`config.mk`:
```
export PLATFORM = sky130hd
export DESIGN_NAME = hsl_to_rgb_converter_top
export DESIGN_NICKNAME = d
export VERILOG_FILES = /design/src/sv/h2r_pkg.sv /design/src/sv/h2r_prep.sv /design/src/sv/h2r_terms.sv /design/src/sv/h2r_channel.sv /design/src/sv/hsl_to_rgb_converter_top.sv
export SDC_FILE = /design/constraint.sdc
export NUM_CORES = 2
export LEC_CHECK = 0
export BUFFER_PORTS_ARGS = -buffer_cell sky130_fd_sc_hd__buf_4
export CAP_MARGIN = 10
export CORE_UTILIZATION = 60
export DETAILED_ROUTE_END_ITERATION = 10
export PLACE_DENSITY = 0.78
export SLEW_MARGIN = 20
export SYNTH_ARGS = -nofsm -noshare
export SYNTH_HDL_FRONTEND = slang
export SYNTH_SLANG_ARGS = --single-unit
```
`constraint.sdc`:
```
create_clock -name aclk -period 12.95 [get_ports aclk]
set_input_delay 0.6475 -clock aclk [delete_from_list [all_inputs] [get_ports aclk]]
set_output_delay 0.6475 -clock aclk [all_outputs]
set_load 0.05 [all_outputs]
```
`src/sv/h2r_pkg.sv`:
```
`default_nettype none
// ---------------------------------------------------------------------------
// h2r_pkg
// Shared types and constants for the HSL to RGB converter pipeline.
// ---------------------------------------------------------------------------
package h2r_pkg;

    localparam int HUE_W     = 11;
    localparam int FRAC_W    = 13;
    localparam int BYTE_W    = 8;
    localparam int RAMP_W    = 9;
    localparam int TERM_W    = 25;  // Q24, 0..2^24
    localparam int VALUE_W   = 33;  // Q32, 0..2^32
    localparam int NUM_STAGES = 6;

    localparam logic [HUE_W-1:0]  HUE_TURN  = HUE_W'(1536);
    localparam logic [HUE_W-1:0]  HUE_SIXTH = HUE_W'(256);
    localparam logic [HUE_W-1:0]  HUE_THIRD = HUE_W'(512);
    localparam logic [FRAC_W-1:0] UNIT_Q12  = FRAC_W'(4096);
    localparam logic [FRAC_W-1:0] HALF_Q12  = FRAC_W'(2048);

    typedef struct packed {
        logic [HUE_W-1:0]  hue;
        logic [FRAC_W-1:0] saturation;
        logic [FRAC_W-1:0] lightness;
    } hsl_t;

    typedef struct packed {
        logic [BYTE_W-1:0] red;
        logic [BYTE_W-1:0] green;
        logic [BYTE_W-1:0] blue;
    } rgb_t;

    typedef struct packed {
        logic [FRAC_W-1:0] saturation;
        logic [FRAC_W-1:0] lightness;
    } sl_t;

    // Per-pixel data that bypasses the term and channel math.
    typedef struct packed {
        logic              grey;
        logic [BYTE_W-1:0] grey_level;
        logic [RAMP_W-1:0] t_red;
        logic [RAMP_W-1:0] t_green;
        logic [RAMP_W-1:0] t_blue;
    } side_t;

    // Clock enables of a two-stage section.
    typedef struct packed {
        logic first;
        logic second;
    } en2_t;

endpackage

`default_nettype wire

```
`src/sv/h2r_prep.sv`:
```
`default_nettype none
// ---------------------------------------------------------------------------
// h2r_prep
// Stage 1: wraps hue, clamps S and L, forms grey level and hue ramps.
// ---------------------------------------------------------------------------
module h2r_prep (
    input  wire logic           aclk,
    input  wire logic           en,
    input  wire h2r_pkg::hsl_t  pixel,
    output h2r_pkg::sl_t        sl_reg,
    output h2r_pkg::side_t      side_reg
);

    function automatic logic [h2r_pkg::RAMP_W-1:0] hue_ramp(
        input logic [h2r_pkg::HUE_W-1:0] x
    );
        logic [h2r_pkg::HUE_W-1:0] down;
        down = (h2r_pkg::HUE_W'(4) * h2r_pkg::HUE_SIXTH) - x;
        if (x < h2r_pkg::HUE_SIXTH) begin
            return x[h2r_pkg::RAMP_W-1:0];
        end else if (x < h2r_pkg::HUE_W'(3) * h2r_pkg::HUE_SIXTH) begin
            return h2r_pkg::RAMP_W'(h2r_pkg::HUE_SIXTH);
        end else if (x < h2r_pkg::HUE_W'(4) * h2r_pkg::HUE_SIXTH) begin
            return down[h2r_pkg::RAMP_W-1:0];
        end else begin
            return '0;
        end
    endfunction

    logic [h2r_pkg::HUE_W-1:0]    hue_w;
    logic [h2r_pkg::HUE_W:0]      hue_up;
    logic [h2r_pkg::HUE_W-1:0]    hue_red;
    logic [h2r_pkg::HUE_W-1:0]    hue_blue;
    logic [h2r_pkg::FRAC_W-1:0]   sat_c;
    logic [h2r_pkg::FRAC_W-1:0]   lit_c;
    logic [h2r_pkg::FRAC_W+7:0]   grey_prod;
    h2r_pkg::sl_t                 sl_next;
    h2r_pkg::side_t               side_next;

    always_comb begin
        hue_w = (pixel.hue >= h2r_pkg::HUE_TURN) ? pixel.hue - h2r_pkg::HUE_TURN
                                                 : pixel.hue;
        sat_c = (pixel.saturation > h2r_pkg::UNIT_Q12) ? h2r_pkg::UNIT_Q12
                                                       : pixel.saturation;
        lit_c = (pixel.lightness > h2r_pkg::UNIT_Q12) ? h2r_pkg::UNIT_Q12
                                                      : pixel.lightness;

        hue_up  = {1'b0, hue_w} + {1'b0, h2r_pkg::HUE_THIRD};
        hue_red = (hue_up > {1'b0, h2r_pkg::HUE_TURN})
                  ? h2r_pkg::HUE_W'(hue_up - {1'b0, h2r_pkg::HUE_TURN})
                  : hue_up[h2r_pkg::HUE_W-1:0];
        hue_blue = (hue_w < h2r_pkg::HUE_THIRD)
                   ? hue_w + (h2r_pkg::HUE_TURN - h2r_pkg::HUE_THIRD)
                   : hue_w - h2r_pkg::HUE_THIRD;

        // 255 * L = 256 * L - L
        grey_prod = {lit_c, 8'd0} - {8'd0, lit_c};

        sl_next.saturation   = sat_c;
        sl_next.lightness    = lit_c;
        side_next.grey       = (sat_c == '0);
        side_next.grey_level = grey_prod[h2r_pkg::FRAC_W+6 -: h2r_pkg::BYTE_W];
        side_next.t_red      = hue_ramp(hue_red);
        side_next.t_green    = hue_ramp(hue_w);
        side_next.t_blue     = hue_ramp(hue_blue);
    end

    always_ff @(posedge aclk) begin
        if (en) begin
            sl_reg   <= sl_next;
            side_reg <= side_next;
        end
    end

endmodule

`default_nettype wire

```
`src/sv/h2r_terms.sv`:
```
`default_nettype none
// ---------------------------------------------------------------------------
// h2r_terms
// Stages 2-3: S*L product, then the low term Q and the span P - Q in Q24.
// ---------------------------------------------------------------------------
module h2r_terms (
    input  wire logic                           aclk,
    input  wire h2r_pkg::en2_t                  en,
    input  wire h2r_pkg::sl_t                   sl,
    output logic [h2r_pkg::TERM_W-1:0]          lo_reg,
    output logic [h2r_pkg::TERM_W-1:0]          span_reg
);

    localparam int W = h2r_pkg::TERM_W;
    localparam int F = h2r_pkg::FRAC_W;

    logic [2*F-1:0]  prod_full;
    logic [W-1:0]    prod_reg;
    logic [W-1:0]    prod_next;
    h2r_pkg::sl_t    sl_reg;
    logic            upper_reg;
    logic [W+1:0]    l_q24;
    logic [W+1:0]    s_q24;
    logic [W+1:0]    lo_wide;
    logic [W+1:0]    span_wide;
    logic [W-1:0]    lo_next;
    logic [W-1:0]    span_next;

    always_comb begin
        prod_full = sl.saturation * sl.lightness;
        prod_next = prod_full[W-1:0];
    end

    always_ff @(posedge aclk) begin
        if (en.first) begin
            prod_reg  <= prod_next;
            sl_reg    <= sl;
            upper_reg <= (sl.lightness >= h2r_pkg::HALF_Q12);
        end
    end

    // L < 1/2 : Q = L - S*L,        P - Q = 2*S*L
    // else    : Q = L - S + S*L,    P - Q = 2*(S - S*L)
    always_comb begin
        l_q24 = {2'b00, sl_reg.lightness, 12'd0};
        s_q24 = {2'b00, sl_reg.saturation, 12'd0};
        if (upper_reg) begin
            lo_wide   = l_q24 + {2'b00, prod_reg} - s_q24;
            span_wide = (s_q24 - {2'b00, prod_reg}) << 1;
        end else begin
            lo_wide   = l_q24 - {2'b00, prod_reg};
            span_wide = {1'b0, prod_reg, 1'b0};
        end
        lo_next   = lo_wide[W-1:0];
        span_next = span_wide[W-1:0];
    end

    always_ff @(posedge aclk) begin
        if (en.second) begin
            lo_reg   <= lo_next;
            span_reg <= span_next;
        end
    end

endmodule

`default_nettype wire

```
`src/sv/h2r_channel.sv`:
```
`default_nettype none
// ---------------------------------------------------------------------------
// h2r_channel
// Stages 4-5: one channel value Q*256 + (P - Q)*t in Q32.
// ---------------------------------------------------------------------------
module h2r_channel (
    input  wire logic                           aclk,
    input  wire h2r_pkg::en2_t                  en,
    input  wire logic [h2r_pkg::TERM_W-1:0]     lo,
    input  wire logic [h2r_pkg::TERM_W-1:0]     span,
    input  wire logic [h2r_pkg::RAMP_W-1:0]     ramp,
    output logic [h2r_pkg::VALUE_W-1:0]         value_reg
);

    localparam int W = h2r_pkg::TERM_W;
    localparam int V = h2r_pkg::VALUE_W;

    logic [W+h2r_pkg::RAMP_W-1:0] mul_full;
    logic [V-1:0]                 mul_reg;
    logic [W-1:0]                 lo_reg;
    logic [V:0]                   sum_wide;
    logic [V-1:0]                 value_next;

    assign mul_full = span * ramp;

    always_ff @(posedge aclk) begin
        if (en.first) begin
            mul_reg <= mul_full[V-1:0];
            lo_reg  <= lo;
        end
    end

    always_comb begin
        sum_wide   = {1'b0, lo_reg, 8'd0} + {1'b0, mul_reg};
        value_next = sum_wide[V-1:0];
    end

    always_ff @(posedge aclk) begin
        if (en.second) begin
            value_reg <= value_next;
        end
    end

endmodule

`default_nettype wire

```
`src/sv/hsl_to_rgb_converter_top.sv`:
```
`default_nettype none
// ---------------------------------------------------------------------------
// hsl_to_rgb_converter_top
// HSL pixel (hue 1536/turn, S and L in Q12) to 8-bit RGB, six-stage pipeline.
// ---------------------------------------------------------------------------
//  channel   direction  payload           handshake
//  s_*       in         hsl_t  (h, s, l)  s_valid / s_ready
//  m_*       out        rgb_t  (r, g, b)  m_valid / m_ready
//
//  One pixel per clock sustained while m_ready is high; each pixel passes
//  through stage registers 1 to 6 in order before m_valid rises for it.
//  Depth: the prep stage, the S*L multiplier, the Q and P-Q terms, the
//  per-channel (P-Q)*t multiplier, the Q32 add and the x255 scale stages.
//  aresetn (synchronous) clears all stage valid bits; payload is not reset.
//  Each stage holds when the stage after it is full and stalled, so empty
//  stages still fill while m_ready is low.
// ---------------------------------------------------------------------------
module hsl_to_rgb_converter_top (
    input  wire logic           aclk,
    input  wire logic           aresetn,
    input  wire logic           s_valid,
    output logic                s_ready,
    input  wire h2r_pkg::hsl_t  s_data,
    output logic                m_valid,
    input  wire logic           m_ready,
    output h2r_pkg::rgb_t       m_data
);

    localparam int N = h2r_pkg::NUM_STAGES;
    localparam int V = h2r_pkg::VALUE_W;

    function automatic logic [h2r_pkg::BYTE_W-1:0] scale_byte(
        input logic [V-1:0] value
    );
        logic [V+7:0] prod;
        prod = {value, 8'd0} - {8'd0, value};
        if (prod[V+7]) begin
            return '1;
        end else begin
            return prod[V+6 -: h2r_pkg::BYTE_W];
        end
    endfunction

    logic [N:1]            valid_reg;
    logic [N:1]            valid_next;
    logic [N:1]            stage_en;
    logic [N:1]            upstream;

    h2r_pkg::sl_t          sl_s1;
    h2r_pkg::side_t        side_s1;
    h2r_pkg::side_t        side_s2_reg;
    h2r_pkg::side_t        side_s3_reg;
    h2r_pkg::side_t        side_s4_reg;
    h2r_pkg::side_t        side_s5_reg;
    logic [h2r_pkg::TERM_W-1:0] lo_s3;
    logic [h2r_pkg::TERM_W-1:0] span_s3;
    logic [V-1:0]          value_red;
    logic [V-1:0]          value_green;
    logic [V-1:0]          value_blue;
    h2r_pkg::en2_t         en_terms;
    h2r_pkg::en2_t         en_chan;
    h2r_pkg::rgb_t         m_data_reg;
    h2r_pkg::rgb_t         m_data_next;
    logic                  grey6_reg;

    // ---- stage control ----
    always_comb begin
        stage_en[N] = !valid_reg[N] || m_ready;
        for (int k = N - 1; k >= 1; k--) begin
            stage_en[k] = !valid_reg[k] || stage_en[k+1];
        end
        upstream   = {valid_reg[N-1:1], s_valid};
        valid_next = valid_reg;
        for (int k = 1; k <= N; k++) begin
            if (stage_en[k]) begin
                valid_next[k] = upstream[k];
            end
        end
    end

    always_ff @(posedge aclk) begin
        if (!aresetn) begin
            valid_reg <= '0;
        end else begin
            valid_reg <= valid_next;
        end
    end

    assign s_ready = stage_en[1];
    assign m_valid = valid_reg[N];
    assign m_data  = m_data_reg;

    assign en_terms = '{first: stage_en[2], second: stage_en[3]};
    assign en_chan  = '{first: stage_en[4], second: stage_en[5]};

    // ---- datapath ----
    h2r_prep u_prep (
        .aclk     (aclk),
        .en       (stage_en[1]),
        .pixel    (s_data),
        .sl_reg   (sl_s1),
        .side_reg (side_s1)
    );

    h2r_terms u_terms (
        .aclk     (aclk),
        .en       (en_terms),
        .sl       (sl_s1),
        .lo_reg   (lo_s3),
        .span_reg (span_s3)
    );

    h2r_channel u_red (
        .aclk      (aclk),
        .en        (en_chan),
        .lo        (lo_s3),
        .span      (span_s3),
        .ramp      (side_s3_reg.t_red),
        .value_reg (value_red)
    );

    h2r_channel u_green (
        .aclk      (aclk),
        .en        (en_chan),
        .lo        (lo_s3),
        .span      (span_s3),
        .ramp      (side_s3_reg.t_green),
        .value_reg (value_green)
    );

    h2r_channel u_blue (
        .aclk      (aclk),
        .en        (en_chan),
        .lo        (lo_s3),
        .span      (span_s3),
        .ramp      (side_s3_reg.t_blue),
        .value_reg (value_blue)
    );

    always_ff @(posedge aclk) begin
        if (stage_en[2]) begin
            side_s2_reg <= side_s1;
        end
        if (stage_en[3]) begin
            side_s3_reg <= side_s2_reg;
        end
        if (stage_en[4]) begin
            side_s4_reg <= side_s3_reg;
        end
        if (stage_en[5]) begin
            side_s5_reg <= side_s4_reg;
        end
    end

    // ---- output register: x255 scale or grey ----
    always_comb begin
        if (side_s5_reg.grey) begin
            m_data_next.red   = side_s5_reg.grey_level;
            m_data_next.green = side_s5_reg.grey_level;
            m_data_next.blue  = side_s5_reg.grey_level;
        end else begin
            m_data_next.red   = scale_byte(value_red);
            m_data_next.green = scale_byte(value_green);
            m_data_next.blue  = scale_byte(value_blue);
        end
    end

    always_ff @(posedge aclk) begin
        if (stage_en[N]) begin
            m_data_reg <= m_data_next;
            grey6_reg  <= side_s5_reg.grey;
        end
    end

    // ---- assertions ----
    a_ready_full: assert property (@(posedge aclk) disable iff (!aresetn)
        s_ready == !((&valid_reg) && !m_ready))
        else $error("s_ready does not match pipeline occupancy");

    a_hold_full: assert property (@(posedge aclk) disable iff (!aresetn)
        ((&valid_reg) && !m_ready) |=> $stable(valid_reg))
        else $error("pipeline moved while full and stalled");

    a_enter: assert property (@(posedge aclk) disable iff (!aresetn)
        (s_valid && s_ready) |=> valid_reg[1])
        else $error("accepted request not captured in first stage");

    a_grey_out: assert property (@(posedge aclk) disable iff (!aresetn)
        (m_valid && grey6_reg) |->
            (m_data.red == m_data.green) && (m_data.green == m_data.blue))
        else $error("grey pixel has unequal channels");

endmodule

`default_nettype wire
```
# Word-level counts from Yosys, hierarchy flattened
# Index checks and enable logic that the tools add are counted.
# word_totals
output_inout_bits	26
register_bits	507
word_cells	114
input_bits	41
# classes
n_mul	4
reduce_logical	13
magnitude_cmp	15
n_mux	20
addsub	19
# op_table
cell	count
$sub 41x33->41	3
$add 33x33->33	3
$mul 25x9->33	3
$mux 9	9
$mux 25	2
$sub 25x25->25	2
$lt 11x10->1 const B	4
$lt 11x11->1 const B	3
$lt 11x9->1 const B	3
$mux 11	3
$sub 1x9->9 const A	3
$gt 13x13->1 const B	2
$mux 13	2
$add 25x25->25	1
$mul 13x13->25	1
$mux 24	1
$mux 8	3
$sub 24x24->24	1
$sub 11x11->11 const B	2
$sub 20x13->20	1
$ge 13x12->1 const B	1
$logic_not 13->1	1
$add 11x10->12 const B	1
$gt 12x11->1 const B	1
other kinds (5)	15

# Longest topological paths before layout
# logic_depth
depth_word	9
ltp_mapped	21
ltp_nobuf	20

# Modules after synthesis
# From an unflattened synthesis, not the netlist that was laid out.
# unflattened
hier_cells	5509
hier_area_um2	55205.4
# modules_own_cells
mod	n_inst	seq_area_each_um2	cells_each	area_each_um2
h2r_channel at u_blue ...	2	2732.6	1112	11013.1
h2r_terms	1	3002.9	1248	11985.2
h2r_channel at u_red	1	2732.6	1096	10866.7
hsl_to_rgb_converter_top	1	3543.4	684	7318.3
h2r_prep	1	1861.8	257	3009.1

# Worst setup path after synthesis
# No wires, ideal clock.
# synth_timing
path_kind	register to register
from	register u_prep.sl_reg[20] in the netlist's numbering
to	register u_terms.prod_reg[24], data pin
t_arrival_ps	5215
period_less_slack_ps	5474
setup_slack_ps	7476
path_buffers	1
setup_ps	259
required_ps	12691
path_stages_with_launch	22
cell_sequence	edfxtp_1 > clkbuf_1 > and2_1 > fa_1 > inv_1 > fa_1 > inv_1 > fa_1 > inv_1 > fa_1 > fa_1 > inv_1 > ha_1 > o21ai_0 > inv_1 > a21oi_1 > a211o_1 > a311o_1 > a21oi_1 > a2111oi_2 > a21oi_1 > xnor2_1
# synth_between
elab_chain_cells	1
# synth_rtl
item	line_no	text
start: declaration	h2r_prep.sv:10	output h2r_pkg::sl_t sl_reg,
start signal: assignment	h2r_prep.sv:70	sl_reg <= sl_next;
$mul 13x13->25	h2r_terms.sv:30	prod_full = sl.saturation * sl.lightness;
named net u_terms.prod_full[24]	h2r_terms.sv:17	logic [2*F-1:0] prod_full;
end signal: assignment	h2r_terms.sv:36	prod_reg <= prod_next;
end: declaration	h2r_terms.sv:18	logic [W-1:0] prod_reg;
# The timed path passes the listed nets, and every way through them passes these cells.
# A chain may end at the register's enable or synchronous reset.

# Final worst setup path
# layout_timing
from	register u_terms.span_reg[9] in the netlist's numbering
to	register u_red.mul_reg[30], data pin
# layout_between
elab_chain_cells	1
# layout_rtl
item	line_no	text
start: declaration	h2r_terms.sv:11	output logic [h2r_pkg::TERM_W-1:0] span_reg
start signal: assignment	h2r_terms.sv:61	span_reg <= span_next;
$mul 25x9->33	h2r_channel.sv:24	assign mul_full = span * ramp;
named net u_red.mul_full, one bit	h2r_channel.sv:18	logic [W+h2r_pkg::RAMP_W-1:0] mul_full;
end signal: assignment	h2r_channel.sv:28	mul_reg <= mul_full[V-1:0];
end: declaration	h2r_channel.sv:19	logic [V-1:0] mul_reg;
# The timed path passes the listed nets, and every way through them passes these cells.

==> key figures <==
Floorplan
  • Initial Util: 60.8%
  • IO Pins: 67
  • Die Wd: 294 um
  • Die area: 86300 sq um
  • Core Box Area: 84000 sq um
  • Die height: 294 um
  • Rows: 106

Logic synthesis
  • Post-synth EDFFs: 493
  • Top cell type's share of synthesized area: 29.0%
  • FFs w/ async S/R, synth: 0%
  • Synth cell types: 82
  • Most used flip-flop cell after synthesis: edfxtp_1
  • Average size of a mapped cell: 9.96 sq um
  • Cells after Synth: 5127
  • Yosys reg bits: 499
  • Leading area contributor after synthesis: edfxtp_1
  • Seq/Total Area, Yosys: 29.2%
  • Syn nets: 6196
  • Top cells by area, synth: edfxtp_1, fa_1, ha_1
  • YS warnings: 0
  • Post-Syn Area: 51100 sq um

Power
  • Total chip power: 12.7 mW
  • Int Power: 6.81 mW
  • VDD IR max: 0.145 mV
  • Sw frac: 46.5%
  • Sw power: 5.92 mW
  • Power per Cell Area: 232 nW/um^2
  • Leakage: 25.8 nW
  • Sequential share of power: 24.5%
  • Part of the power in the clock network: 13.8%
  • Comb pwr share: 61.7%

Global route
  • Vias in the first global route: 37500
  • Total grt overflow: 0
  • Antenna violations before repair: 0
  • GRT Util Overall: 28.9%
  • First-pass GRT wire length: 196000 um
  • Largest net degree at the start of global routing: 85

Layout
  • Commonest non-fill, non-tap cell in the layout: inv_1
  • Most frequent cells in the layout: inv_1, fa_1, nand2_1
  • Fin area: 54800 sq um
  • Nets@finish: 6207
  • Layout cells sized above 1: 4.88%
  • Area growth from synthesis to final layout: 7.33%

Drt
  • Total vias in the final route: 36000
  • Antenna Nets Post-Route: 0
  • DRT iter0 DRCs: 2353
  • DR WL/cell: 18.9 um
  • TritonRoute pass-1 iters: 6
  • Routed WL: 120000 um
  • DRC viols: 0
  • Via density: 5.70

Setup path
  • Delay-heaviest family, CP: adder cells
  • Critical path launch point type: register
  • Crit path arrival time: 6.67 ns
  • CP Buf/Inv Count: 3
  • Worst EP required: 13.34 ns
  • R2r setup slk: 6.66 ns
  • Reg2reg start: u_terms.span_reg[9]
  • CP max-delay cell: edfxtp_1
  • Worst-path maximum fanout: 27
  • Reg2Reg Depth: 18
  • Reg2reg end: u_red.mul_reg[30]
  • CP peak stage delay: 1.02 ns
  • Worst path most repeated cell: fa_1
  • CP Class: reg2reg
  • CP Cell Sequence: nand2_1 > fa_1 > inv_1 > fa_1 > inv_1 > fa_1 > inv_1 > fa_1 > ha_1 > nor2_1 > o21ai_0 > o211ai_1 > a2111oi_0 > o21ai_0 > nand3_1 > a31o_2 > a21oi_1 > xnor2_1
  • Setup crit end kind: register

Min path
  • Hold Path Origin: aresetn
  • Hold depth: 2
  • Min-Delay Endpoint: valid_reg[6]
  • Hold Path Class: in2reg

STA
  • Tcrit/Tclk final: 48.5%
  • Skew final: 0.0364 ns
  • Setup violators final: 0
  • Fmax: 159 MHz
  • Slew Limit Headroom: 29.8%
  • Fin. Hold Viols: 0
  • Worst-margin pin slew: 1.05 ns
  • Minimum clock period: 6.29 ns
  • Final slew viol count: 0
  • RSZ-0062 raised after global routing: false
  • Setup_tns: 0 ns

Clocking
  • CTS root buf: clkbuf_16
  • Htree depth: 2
  • TritonCTS clock tree: yes
  • Clk slew on worst S/H paths: 0.06 ns
  • Post-CTS Hold Buffers: 0
  • CTS Buf Count: 57
  • CTS Sinks: 499
  • CTS max path bufs: 3
  • Post-CTS sizing: 0
  • Clk_lat worst skew: 0.66 ns
  • Post-CTS Setup Inserts: 0

Place
  • I/O Buffers: 66
  • Post-detail-place hpwl: 92600 um
  • Placer Congestion: 0.966
  • Placed Area: 52800 sq um

Status
  • Status: completed

Job
  • Max Cap Viol: 0
## per-layer routing
layer	global-route usage (%)	vias up	share of wire [%]
met2	49.5	1167	49
met5	0	-	0
li1	-	16700	-
met3	3.43	281	5.4
met4	15.1	0	5.8
met1	36.2	17900	40
## worst reg2reg max path, stage by stage, from the launching register on
cell	delay, ns
edfxtp_1	1.02
nand2_1	0.19
fa_1	0.58
inv_1	0.05
fa_1	0.50
inv_1	0.05
fa_1	0.53
inv_1	0.05
fa_1	0.43
ha_1	0.35
nor2_1	0.05
o21ai_0	0.21
o211ai_1	0.22
a2111oi_0	0.86
o21ai_0	0.33
nand3_1	0.22
a31o_2	0.17
a21oi_1	0.07
xnor2_1	0.14
## through the flow
stage / cells / util (%) / hold WS, ns / setup slack (ns)
2_1_floorplan: 5127 / - / 0.400 / 7.48
3_3_place_gp: 6213 / 62.8 / 0.400 / 6.86
3_5_place_dp: 6213 / 62.8 / 0.405 / 6.76
4_1_cts: 6321 / 65.3 / 0.237 / 6.71
5_1_grt: 6321 / 65.3 / 0.263 / 6.34
6_report: 6322 / 65.3 / 0.273 / 6.66
## cells in the mapped netlist (46+ instances only)
| cell | instances |
|---|---|
| inv_1 | 931 |
| fa_1 | 597 |
| nand2_1 | 525 |
| edfxtp_1 | 493 |
| and2_1 | 453 |
| ha_1 | 431 |
| a21oi_1 | 219 |
| xnor2_1 | 184 |
| nor2_1 | 173 |
| clkbuf_1 | 157 |
| o21ai_0 | 150 |
| a21o_1 | 103 |
| nand3_1 | 57 |
| nor2b_1 | 56 |
| xor2_1 | 54 |
| nor3_1 | 48 |
| nand2b_1 | 46 |
## worst max path at each step
stage	start	to	slack (ns)	cells after the start
final	u_terms.span_reg[9]	u_red.mul_reg[30]	6.66	18
after global routing	u_terms.span_reg[9]	u_blue.mul_reg[30]	6.34	18
after CTS	u_terms.span_reg[9]	u_blue.mul_reg[30]	6.71	18
after detailed placement	u_terms.span_reg[9]	u_blue.mul_reg[30]	6.76	18
after global placement	u_terms.span_reg[9]	u_blue.mul_reg[30]	6.86	18
after floorplan	u_prep.sl_reg[20]	u_terms.prod_reg[24]	7.48	21
## power groups by stage
| stage | Sequential, mW | Combinational, mW | Clock, mW |
|---|---|---|---|
| after global placement | 3.13 | 7.51 | 0 |
| after floorplan | 2.95 | 5.68 | 0 |
| after global routing | 3.15 | 8.76 | 1.84 |
| final | 3.12 | 7.85 | 1.76 |
| after CTS | 3.11 | 7.81 | 1.79 |
| after detailed placement | 3.14 | 7.74 | 0 |
## kinds of logic after synthesis
family	Yosys count	share of synthesized area, %
AOI/OAI and AO/OA	762	9.66
xor gates and xnor gates	238	4.08
adders and majority gates	1028	34.0
buffers and inverters	1090	8.01
DFF	499	29.2
muxes	8	0.159
and+or+nand+nor	1502	14.9
## final cells by class
class                      instances  area [sq um]
tap                             1134          1420
inverter                         931          3500
clock inverter                    39           515
clock buffer                      69          1540
sequential                       499         14900
antenna                            1          2.50
fill                            6509         29100
multi-input combinational       3538         32100
timing repair buffer             111           833
Note: power is estimated with default switching activity, not from simulation.
